==> src/rtl/cpl_pkg.sv <==
// Shared constants and types for the cumulative path length block.
// No dependencies; imported by every module under rtl.
package cpl_pkg;

  localparam int FIELD_W        = 24;  // width of each coordinate port
  localparam int TOTAL_W        = 48;  // running total, signed Q36.12
  localparam int CFG_W          = 2;   // num_components register
  localparam int MAX_COMPONENTS = 3;
  localparam int COORD_BITS     = 24;

  localparam logic [CFG_W-1:0]   NUM_COMP_RESET = CFG_W'(3);
  localparam logic [TOTAL_W-1:0] TOTAL_MAX      = {1'b0, {(TOTAL_W-1){1'b1}}};
  localparam logic [TOTAL_W-1:0] TOTAL_MIN      = {1'b1, {(TOTAL_W-1){1'b0}}};

  typedef enum logic [2:0] {
    ST_IDLE,
    ST_SQUARE,
    ST_MERGE,
    ST_LOAD,
    ST_ROOT,
    ST_ACCUM
  } cpl_state_e;

  // per-request strobes from the sequencer to every lane
  typedef struct packed {
    logic load;    // take new point, form difference to previous
    logic square;  // register squared magnitude of the difference
  } lane_ctrl_t;

endpackage

==> src/rtl/cpl_lane.sv <==
// One coordinate lane: holds the previous coordinate, forms the difference
// and its square. Depends on cpl_pkg.
module cpl_lane #(
  parameter int COORD_BITS = cpl_pkg::COORD_BITS
) (
  input  logic                                  clk_i,
  input  logic                                  rst_ni,
  input  cpl_pkg::lane_ctrl_t                   ctrl_i,
  input  logic signed [cpl_pkg::FIELD_W-1:0]    coord_i,
  output logic signed [COORD_BITS:0]            diff_o,
  output logic        [2*COORD_BITS-1:0]        sq_o
);
  import cpl_pkg::*;

  localparam int RAW_W = (COORD_BITS > FIELD_W) ? COORD_BITS : FIELD_W;
  localparam int DW    = COORD_BITS + 1;

  logic        [RAW_W-1:0]        raw;
  logic signed [COORD_BITS-1:0]   cur;
  logic signed [COORD_BITS-1:0]   prev_q;
  logic signed [DW-1:0]           diff_d, diff_q, neg;
  logic        [COORD_BITS-1:0]   mag;
  logic        [2*COORD_BITS-1:0] sq_d, sq_q;

  // field bits above COORD_BITS are dropped, missing ones read as zero
  assign raw    = RAW_W'($unsigned(coord_i));
  assign cur    = $signed(raw[COORD_BITS-1:0]);
  assign diff_d = $signed({cur[COORD_BITS-1], cur}) - $signed({prev_q[COORD_BITS-1], prev_q});
  assign neg    = -diff_q;
  // |diff| never exceeds 2^COORD_BITS - 1
  assign mag    = diff_q[DW-1] ? neg[COORD_BITS-1:0] : diff_q[COORD_BITS-1:0];
  assign sq_d   = {{COORD_BITS{1'b0}}, mag} * {{COORD_BITS{1'b0}}, mag};

  always_ff @(posedge clk_i or negedge rst_ni) begin
    if (!rst_ni) begin
      prev_q <= '0;
    end else if (ctrl_i.load) begin
      prev_q <= cur;
    end
  end

  always_ff @(posedge clk_i) begin
    if (ctrl_i.load) begin
      diff_q <= diff_d;
    end
    if (ctrl_i.square) begin
      sq_q <= sq_d;
    end
  end

  assign diff_o = diff_q;
  assign sq_o   = sq_q;

endmodule

==> src/rtl/cpl_merge.sv <==
// Merge stage: registered sum of the squared differences of the lanes in use.
// Depends on cpl_pkg.
module cpl_merge #(
  parameter int NUM_LANES  = cpl_pkg::MAX_COMPONENTS,
  parameter int COORD_BITS = cpl_pkg::COORD_BITS
) (
  input  logic                          clk_i,
  input  logic                          load_i,
  input  logic [cpl_pkg::CFG_W-1:0]     lanes_used_i,
  input  logic [2*COORD_BITS-1:0]       sq_i [NUM_LANES],
  output logic [2*COORD_BITS+1:0]       sum_o
);
  import cpl_pkg::*;

  localparam int SUM_W = 2 * COORD_BITS + 2;

  logic [SUM_W-1:0] sum_d, sum_q;

  always_comb begin
    sum_d = '0;
    for (int i = 0; i < NUM_LANES; i++) begin
      if (i < int'(lanes_used_i)) begin
        sum_d = sum_d + SUM_W'(sq_i[i]);
      end
    end
  end

  always_ff @(posedge clk_i) begin
    if (load_i) begin
      sum_q <= sum_d;
    end
  end

  assign sum_o = sum_q;

endmodule

==> src/rtl/cpl_isqrt.sv <==
// Restoring digit-by-digit floor square root, one root bit per cycle.
// Depends on cpl_pkg.
module cpl_isqrt #(
  parameter int SUM_W = 2 * cpl_pkg::COORD_BITS + 2
) (
  input  logic                 clk_i,
  input  logic                 rst_ni,
  input  logic                 start_i,
  input  logic [SUM_W-1:0]     operand_i,
  output logic                 busy_o,
  output logic [SUM_W/2-1:0]   root_o
);
  import cpl_pkg::*;

  localparam int ROOT_W = SUM_W / 2;
  localparam int REM_W  = ROOT_W + 1;
  localparam int SH_W   = ROOT_W + 3;
  localparam int CNT_W  = $clog2(ROOT_W + 1);

  logic [SUM_W-1:0]  x_q, x_d;
  logic [ROOT_W-1:0] root_q, root_d;
  logic [REM_W-1:0]  rem_q, rem_d;
  logic [CNT_W-1:0]  cnt_q, cnt_d;
  logic [SH_W-1:0]   rem_sh, trial, rem_sub;

  assign rem_sh  = {rem_q, x_q[SUM_W-1 -: 2]};
  assign trial   = {1'b0, root_q, 2'b01};
  assign rem_sub = rem_sh - trial;
  assign busy_o  = (cnt_q != '0);

  always_comb begin
    x_d    = x_q;
    root_d = root_q;
    rem_d  = rem_q;
    cnt_d  = cnt_q;
    if (start_i) begin
      x_d    = operand_i;
      root_d = '0;
      rem_d  = '0;
      cnt_d  = CNT_W'(ROOT_W);
    end else if (busy_o) begin
      x_d   = {x_q[SUM_W-3:0], 2'b00};
      cnt_d = cnt_q - 1'b1;
      if (rem_sh >= trial) begin
        rem_d  = rem_sub[REM_W-1:0];
        root_d = {root_q[ROOT_W-2:0], 1'b1};
      end else begin
        rem_d  = rem_sh[REM_W-1:0];
        root_d = {root_q[ROOT_W-2:0], 1'b0};
      end
    end
  end

  always_ff @(posedge clk_i or negedge rst_ni) begin
    if (!rst_ni) begin
      cnt_q <= '0;
    end else begin
      cnt_q <= cnt_d;
    end
  end

  always_ff @(posedge clk_i) begin
    x_q    <= x_d;
    root_q <= root_d;
    rem_q  <= rem_d;
  end

  assign root_o = root_q;

endmodule

==> src/rtl/cumulative_path_length.sv <==
// Top level: running arc length of a point stream, one lane per component.
// Depends on cpl_pkg, cpl_lane, cpl_merge and cpl_isqrt.
//
//  channel   | signals                                   | direction
//  ----------+-------------------------------------------+----------
//  input     | in_valid_i/in_ready_o, coord_*_i, restart_i | in
//  result    | out_valid_o/out_ready_i, path_length_o,    | out
//            | saturated_o                               |
//  config    | cfg_we_i, cfg_wdata_i (num_components)    | in
//
// A point with two or three components passes through the square, merge,
// load, root and accumulate states from acceptance to result; the root unit
// retires one bit per cycle. First points and single-component points go
// straight from idle to the accumulate state. A new request is taken
// once the previous one has been written to the output register, even while
// that result is unread; a result still unread holds the next one back.
// Reset clears the previous point, total, flags and sets num_components to 3.
module cumulative_path_length #(
  parameter int MAX_COMPONENTS = cpl_pkg::MAX_COMPONENTS,
  parameter int COORD_BITS     = cpl_pkg::COORD_BITS
) (
  input  logic                               clk_i,
  input  logic                               rst_ni,
  input  logic                               cfg_we_i,
  input  logic [cpl_pkg::CFG_W-1:0]          cfg_wdata_i,
  input  logic                               in_valid_i,
  output logic                               in_ready_o,
  input  logic signed [cpl_pkg::FIELD_W-1:0] coord_a_i,
  input  logic signed [cpl_pkg::FIELD_W-1:0] coord_b_i,
  input  logic signed [cpl_pkg::FIELD_W-1:0] coord_c_i,
  input  logic                               restart_i,
  output logic                               out_valid_o,
  input  logic                               out_ready_i,
  output logic signed [cpl_pkg::TOTAL_W-1:0] path_length_o,
  output logic                               saturated_o
);
  import cpl_pkg::*;

  localparam int NUM_LANES = (MAX_COMPONENTS > 3) ? 3 : MAX_COMPONENTS;
  localparam int DW        = COORD_BITS + 1;
  localparam int SUM_W     = 2 * COORD_BITS + 2;
  localparam int ROOT_W    = SUM_W / 2;
  localparam int ACC_W     = TOTAL_W + 1;

  cpl_state_e state_q, state_d;
  lane_ctrl_t lane_ctrl;

  logic [CFG_W-1:0]         num_comp_q, lanes_used;
  logic                     accept, first_d, single_d;
  logic                     first_q, single_q, have_prev_q;
  logic                     merge_load, sqrt_start, sqrt_busy, accum_go;
  logic signed [FIELD_W-1:0] coord [3];
  logic signed [DW-1:0]     diff [NUM_LANES];
  logic [2*COORD_BITS-1:0]  sq [NUM_LANES];
  logic [SUM_W-1:0]         sum;
  logic [ROOT_W-1:0]        root;
  logic signed [ACC_W-1:0]  step, acc;
  logic [TOTAL_W-1:0]       total_q, total_d;
  logic                     sat_q, sat_d;
  logic                     out_valid_q;
  logic [TOTAL_W-1:0]       path_length_q;
  logic                     saturated_q;

  // ---------------- configuration ----------------
  always_ff @(posedge clk_i or negedge rst_ni) begin
    if (!rst_ni) begin
      num_comp_q <= NUM_COMP_RESET;
    end else if (cfg_we_i) begin
      num_comp_q <= cfg_wdata_i;
    end
  end

  always_comb begin
    if (num_comp_q == '0) begin
      lanes_used = CFG_W'(1);
    end else if (int'(num_comp_q) > NUM_LANES) begin
      lanes_used = CFG_W'(NUM_LANES);
    end else begin
      lanes_used = num_comp_q;
    end
  end

  // ---------------- lanes ----------------
  assign coord[0] = coord_a_i;
  assign coord[1] = coord_b_i;
  assign coord[2] = coord_c_i;

  for (genvar g = 0; g < NUM_LANES; g++) begin : g_lane
    cpl_lane #(
      .COORD_BITS(COORD_BITS)
    ) u_lane (
      .clk_i  (clk_i),
      .rst_ni (rst_ni),
      .ctrl_i (lane_ctrl),
      .coord_i(coord[g]),
      .diff_o (diff[g]),
      .sq_o   (sq[g])
    );
  end

  cpl_merge #(
    .NUM_LANES (NUM_LANES),
    .COORD_BITS(COORD_BITS)
  ) u_merge (
    .clk_i       (clk_i),
    .load_i      (merge_load),
    .lanes_used_i(lanes_used),
    .sq_i        (sq),
    .sum_o       (sum)
  );

  cpl_isqrt #(
    .SUM_W(SUM_W)
  ) u_isqrt (
    .clk_i    (clk_i),
    .rst_ni   (rst_ni),
    .start_i  (sqrt_start),
    .operand_i(sum),
    .busy_o   (sqrt_busy),
    .root_o   (root)
  );

  // ---------------- sequencer ----------------
  assign accept   = in_valid_i && in_ready_o;
  assign first_d  = restart_i || !have_prev_q;
  assign single_d = (lanes_used == CFG_W'(1));

  always_comb begin
    state_d = state_q;
    unique case (state_q)
      ST_IDLE: begin
        if (accept) begin
          state_d = (first_d || single_d) ? ST_ACCUM : ST_SQUARE;
        end
      end
      ST_SQUARE: state_d = ST_MERGE;
      ST_MERGE:  state_d = ST_LOAD;
      ST_LOAD:   state_d = ST_ROOT;
      ST_ROOT: begin
        if (!sqrt_busy) begin
          state_d = ST_ACCUM;
        end
      end
      ST_ACCUM: begin
        if (!out_valid_q || out_ready_i) begin
          state_d = ST_IDLE;
        end
      end
      default: state_d = ST_IDLE;
    endcase
  end

  always_comb begin
    in_ready_o       = (state_q == ST_IDLE);
    lane_ctrl.load   = in_valid_i && (state_q == ST_IDLE);
    lane_ctrl.square = (state_q == ST_SQUARE);
    merge_load       = (state_q == ST_MERGE);
    sqrt_start       = (state_q == ST_LOAD);
    accum_go         = (state_q == ST_ACCUM) && (!out_valid_q || out_ready_i);
  end

  always_ff @(posedge clk_i or negedge rst_ni) begin
    if (!rst_ni) begin
      state_q     <= ST_IDLE;
      have_prev_q <= 1'b0;
    end else begin
      state_q <= state_d;
      if (accept) begin
        have_prev_q <= 1'b1;
      end
    end
  end

  always_ff @(posedge clk_i) begin
    if (accept) begin
      first_q  <= first_d;
      single_q <= single_d;
    end
  end

  // ---------------- accumulate with saturation ----------------
  assign step = single_q ? ACC_W'(diff[0]) : $signed(ACC_W'(root));
  assign acc  = $signed({total_q[TOTAL_W-1], total_q}) + step;

  always_comb begin
    total_d = acc[TOTAL_W-1:0];
    sat_d   = sat_q;
    if (first_q) begin
      total_d = '0;
      sat_d   = 1'b0;
    end else if (acc[ACC_W-1] != acc[ACC_W-2]) begin
      total_d = acc[ACC_W-1] ? TOTAL_MIN : TOTAL_MAX;
      sat_d   = 1'b1;
    end
  end

  always_ff @(posedge clk_i or negedge rst_ni) begin
    if (!rst_ni) begin
      total_q     <= '0;
      sat_q       <= 1'b0;
      out_valid_q <= 1'b0;
    end else begin
      if (accum_go) begin
        total_q     <= total_d;
        sat_q       <= sat_d;
        out_valid_q <= 1'b1;
      end else if (out_ready_i) begin
        out_valid_q <= 1'b0;
      end
    end
  end

  always_ff @(posedge clk_i) begin
    if (accum_go) begin
      path_length_q <= total_d;
      saturated_q   <= sat_d;
    end
  end

  assign out_valid_o   = out_valid_q;
  assign path_length_o = $signed(path_length_q);
  assign saturated_o   = saturated_q;

  // ---------------- assertions ----------------
  a_one_request: assert property (@(posedge clk_i) disable iff (!rst_ni)
    accept |=> !in_ready_o)
    else $error("request accepted while another is in flight");

  a_root_in_state: assert property (@(posedge clk_i) disable iff (!rst_ni)
    sqrt_busy |-> state_q == ST_ROOT)
    else $error("root unit busy outside the root state");

  a_first_zero: assert property (@(posedge clk_i) disable iff (!rst_ni)
    accum_go && first_q |=> out_valid_o && path_length_o == '0 && !saturated_o)
    else $error("first point did not give a zero length");

  a_sat_clamped: assert property (@(posedge clk_i) disable iff (!rst_ni)
    accum_go && !sat_q && sat_d |-> total_d == TOTAL_MAX || total_d == TOTAL_MIN)
    else $error("saturation flagged without a clamped total");

endmodule

==> config.mk <==
export PLATFORM = sky130hd
export DESIGN_NAME = cumulative_path_length
export DESIGN_NICKNAME = d
export VERILOG_FILES = /design/src/rtl/cpl_pkg.sv /design/src/rtl/cpl_lane.sv /design/src/rtl/cpl_merge.sv /design/src/rtl/cpl_isqrt.sv /design/src/rtl/cumulative_path_length.sv
export SDC_FILE = /design/constraint.sdc
export NUM_CORES = 2
export LEC_CHECK = 0
export ABC_AREA = 1
export ABC_CLOCK_PERIOD_IN_PS = 9400
export BUFFER_PORTS_ARGS = -buffer_cell sky130_fd_sc_hd__buf_2
export CAP_MARGIN = 20
export CORE_MARGIN = 2
export CORE_UTILIZATION = 65
export DETAILED_ROUTE_END_ITERATION = 12
export HOLD_SLACK_MARGIN = 0.1
export PLACE_DENSITY = 0.82
export SLEW_MARGIN = 20
export SYNTH_ARGS = -nofsm -noshare
export SYNTH_HDL_FRONTEND = slang
export SYNTH_SLANG_ARGS = --single-unit
==> constraint.sdc <==
create_clock -name clk_i -period 9.4 [get_ports clk_i]
set_input_delay 0.47 -clock clk_i [delete_from_list [all_inputs] [get_ports clk_i]]
set_output_delay 0.47 -clock clk_i [all_outputs]
set_load 0.03 [all_outputs]
==> results.py <==
metrics = {
    "finish": {
        "drive_gt1_share_pct": 4.91,
        "syn_to_final_growth_pct": 6.82,
        "insertedDiodeCount": 0,
        "final_cells": 13100,
        "fin_nets": 13400,
    },
    "floorplan": {
        "start_util_pct": 65.6,
        "ioPinCount": 131,
        "rows": 134,
        "fp.coreArea_mm2": 0.134,
        "die_h_um": 371,
        "die_width_um": 371,
        "die_area_mm2": 0.138,
    },
    "grt": {
        "grt_pass1_wl_mm": 413,
        "antenna_found_initial": 1,
        "grt_overflow_total": 0,
        "grt_start_max_net_pins": 99,
        "grt_usage_pct": 38.6,
        "grt_pass1_vias": 77400,
    },
    "placed_design": {
        "gp_congestion": 1.03,
        "placedCellCount": 12900,
        "io_buffers": 130,
        "dpl.hpwl_mm": 214,
    },
    "route": {
        "viasPerCell": 5.69,
        "detail-route-antenna-nets": 0,
        "wl_per_cell_um": 19.9,
        "drt_pass1_iterations": 6,
        "wirelength_mm": 261,
        "drt_iter0_drc": 6783,
        "vias": 74600,
        "post-route-drc-count": 0,
    },
    "synthesis": {
        "synth_nets": 13200,
        "synthXorXnorAreaFrac_pct": 2.94,
        "ys.flop_type": "edfxtp_1",
        "synth-warning-count": 0,
        "synth_largest_area_cell": "fa_1",
        "yosysUniqueCellTypes": 63,
        "synth_edf_count": 367,
        "synth-simple-area-share_pct": 19.4,
        "yosysTopAreaCellShare_pct": 29.0,
        "avgSynthCellArea_um2": 7.89,
        "synth-adder-area-share_pct": 39.8,
        "syn_area_mm2": 0.0878,
        "async_reset_ff_share_pct": 24.1,
        "synthTopCellsByArea": "fa_1, edfxtp_1, inv_1",
        "syn_inst": 11100,
        "yosysMostFrequentCell": "inv_1",
        "synth_compound_area_share_pct": 7.67,
        "synth-seq-cells": 551,
        "muxShareOfSynthArea_pct": 0.0228,
        "synth_top_family_by_area": "adder cells",
        "yosysSeqAreaShare_pct": 17.5,
        "yosys-top-cells-count": "inv_1, nand2_1, fa_1",
    },
    "clocking": {
        "cts_sinks": 551,
        "tritoncts": "yes",
        "cts_setup_buffers": 0,
        "path_clk_slew_ps": 70,
        "cts_buffer_depth": 3,
        "h-tree-depth": 3,
        "cts_inserted_buffers": 68,
        "clk_latency_ps": 700,
        "cts_root_buf": "clkbuf_16",
    },
    "worst_setup_path": {
        "reg2reg_depth": 34,
        "r2r-end": "g_lane[2].u_lane.sq_o[38]",
        "rr_startpoint": "g_lane[2].u_lane.diff_o[0]",
        "slowest_delay_ps": 590,
        "required_ps": 9800,
        "slowest_stage": "edfxtp_1",
        "cp_max_fo": 11,
        "path_class": "reg -> reg",
        "critPathLaunchType": "flop",
        "critPathMostFrequentCell": "fa_1",
        "crit_arrival_ps": 9260,
        "regToRegSetupSlack_ps": 540,
        "endpoint_kind": "flop",
    },
    "hold_path": {
        "holdPathStages": 4,
        "hold_start": "out_ready_i",
        "whs_endpoint": "out_valid_o",
        "hold_class": "in -> reg",
    },
    "timing": {
        "hold_viol_final": 0,
        "rsz0062_at_grt": "false",
        "relSlewSlack_pct": 15.4,
        "finClkSkew_ps": 47.1,
        "worst_pin_slew_ps": 1260,
        "fmax_mhz": 113,
        "period_share_pct": 94.3,
        "setup_viol": 0,
        "period_needed_ps": 8860,
        "final.setup.tns_ps": 0,
        "slew_viol_final": 0,
    },
    "outcome": {
        "status": "completed",
    },
    "job": {
        "max_cap_viol_count": 0,
    },
}
-- through the flow --
stage	utilization (%)	instance area (um2)	setup slack, ps	hold slack [ps]
5_1_grt	70.1	93800	25.5	147
2_1_floorplan	-	87800	1620	174
3_3_place_gp	67.7	90600	707	447
4_1_cts	70.0	93700	394	102
3_5_place_dp	67.7	90600	491	458
6_report	70.1	93800	539	158
-- layout make-up --
type / instances / area [um2]
inverters: 2709 / 10200
repair buffers: 321 / 2310
clock inverters: 40 / 547
flip-flops and latches: 551 / 15400
fillers: 10800 / 40000
clock buffers: 85 / 1820
well taps: 1768 / 2210
multi-input cells: 7650 / 61300
-- critical path, delay by kind of cell, from the launching register on --
kind | cells | cell delay (ps)
simple gates | 13 | 1900
compound gates | 3 | 880
fa+ha+maj | 9 | 3990
flops | 1 | 590
buf+inv | 8 | 810
xor+xnor | 1 | 360
-- how the worst max path moves through the flow --
stage / startpoint / end / slack, ps / depth (start not counted)
floorplan: g_lane[0].u_lane.diff_o[0] / g_lane[0].u_lane.sq_o[39] / 1620 / 35
global placement: g_lane[2].u_lane.diff_o[0] / g_lane[2].u_lane.sq_o[47] / 710 / 37
detailed placement: g_lane[2].u_lane.diff_o[0] / g_lane[2].u_lane.sq_o[38] / 490 / 34
CTS: g_lane[2].u_lane.diff_o[0] / g_lane[2].u_lane.sq_o[38] / 390 / 34
global route: g_lane[2].u_lane.diff_o[0] / g_lane[2].u_lane.sq_o[47] / 30 / 39
finish: g_lane[2].u_lane.diff_o[0] / g_lane[2].u_lane.sq_o[38] / 540 / 34
-- layer usage --
metal	global-route usage (%)	vias to the layer above	wire, um
li1	-	34300	-
met4	17.5	2	13700
met1	49.7	36100	102000
met5	0	-	13
met3	6.55	737	22900
met2	64.0	3517	123000
-- logic make-up after synthesis --
| group | count (synthesis) |
|---|---|
| adder cells (fa/ha/maj) | 2030 |
| multiplexers | 2 |
| buffers and inverters | 2920 |
| AO/OA/AOI/OAI | 1214 |
| AND/OR/NAND/NOR | 4116 |
| XOR/XNOR | 288 |
| flip-flops | 551 |
-- placed cells by master, fill, tap and decap left out, types with 21 or more instances in the layout --
master | synthesis | routed
inv_1 | 2636 | 2635
nand2_1 | 2345 | 2341
fa_1 | 1273 | 1273
nor2_1 | 1009 | 1005
ha_1 | 757 | 757
a21oi_1 | 458 | 458
o21ai_0 | 450 | 450
nand3_1 | 394 | 394
edfxtp_1 | 367 | 367
xor2_1 | 187 | 187
dfrtp_1 | 131 | 131
buf_2 | 55 | 129
buf_4 | 9 | 115
xnor2_1 | 95 | 95
nand4_1 | 86 | 86
dlygate4sd3_1 | 0 | 73
nor3_1 | 70 | 69
clkbuf_16 | 0 | 68
o21bai_1 | 66 | 66
or2_2 | 63 | 63
a21o_1 | 58 | 58
dfxtp_1 | 51 | 51
inv_2 | 43 | 44
a31oi_1 | 35 | 35
a21boi_0 | 35 | 35
clkinv_1 | 30 | 34
o21a_1 | 25 | 25
o22ai_1 | 25 | 25
nor4_1 | 24 | 24
o21ai_1 | 23 | 23
nor2_2 | 21 | 22
nand3b_1 | 22 | 22
nand3_2 | 21 | 21
-- registers in the layout, indices dropped and copies added (netlist names) --
signal                cells
num_comp_q                2
u_isqrt.rem_q            26
u_merge.sum_o            50
have_prev_q               1
sat_q                     1
total_q                  48
single_q                  1
path_length_o            48
out_valid_o               1
g_lane.u_lane.diff_o     75
state_q                   3
g_lane.u_lane.prev_q     72
saturated_o               1
g_lane.u_lane.sq_o      141
u_isqrt.cnt_q             5
u_isqrt.root_o           25
u_isqrt.x_q              50
first_q                   1
-- repair_timing --
item	4_1_cts	5_1_grt
resized for setup	0	2
hold endpoints to repair	142	0
endpoints found under the setup margin	0	3
hold buffers	73	0
Power is left out: the tool's default activity adds up to more than one toggle a clock period on the data nets, which glitch-free logic cannot reach.
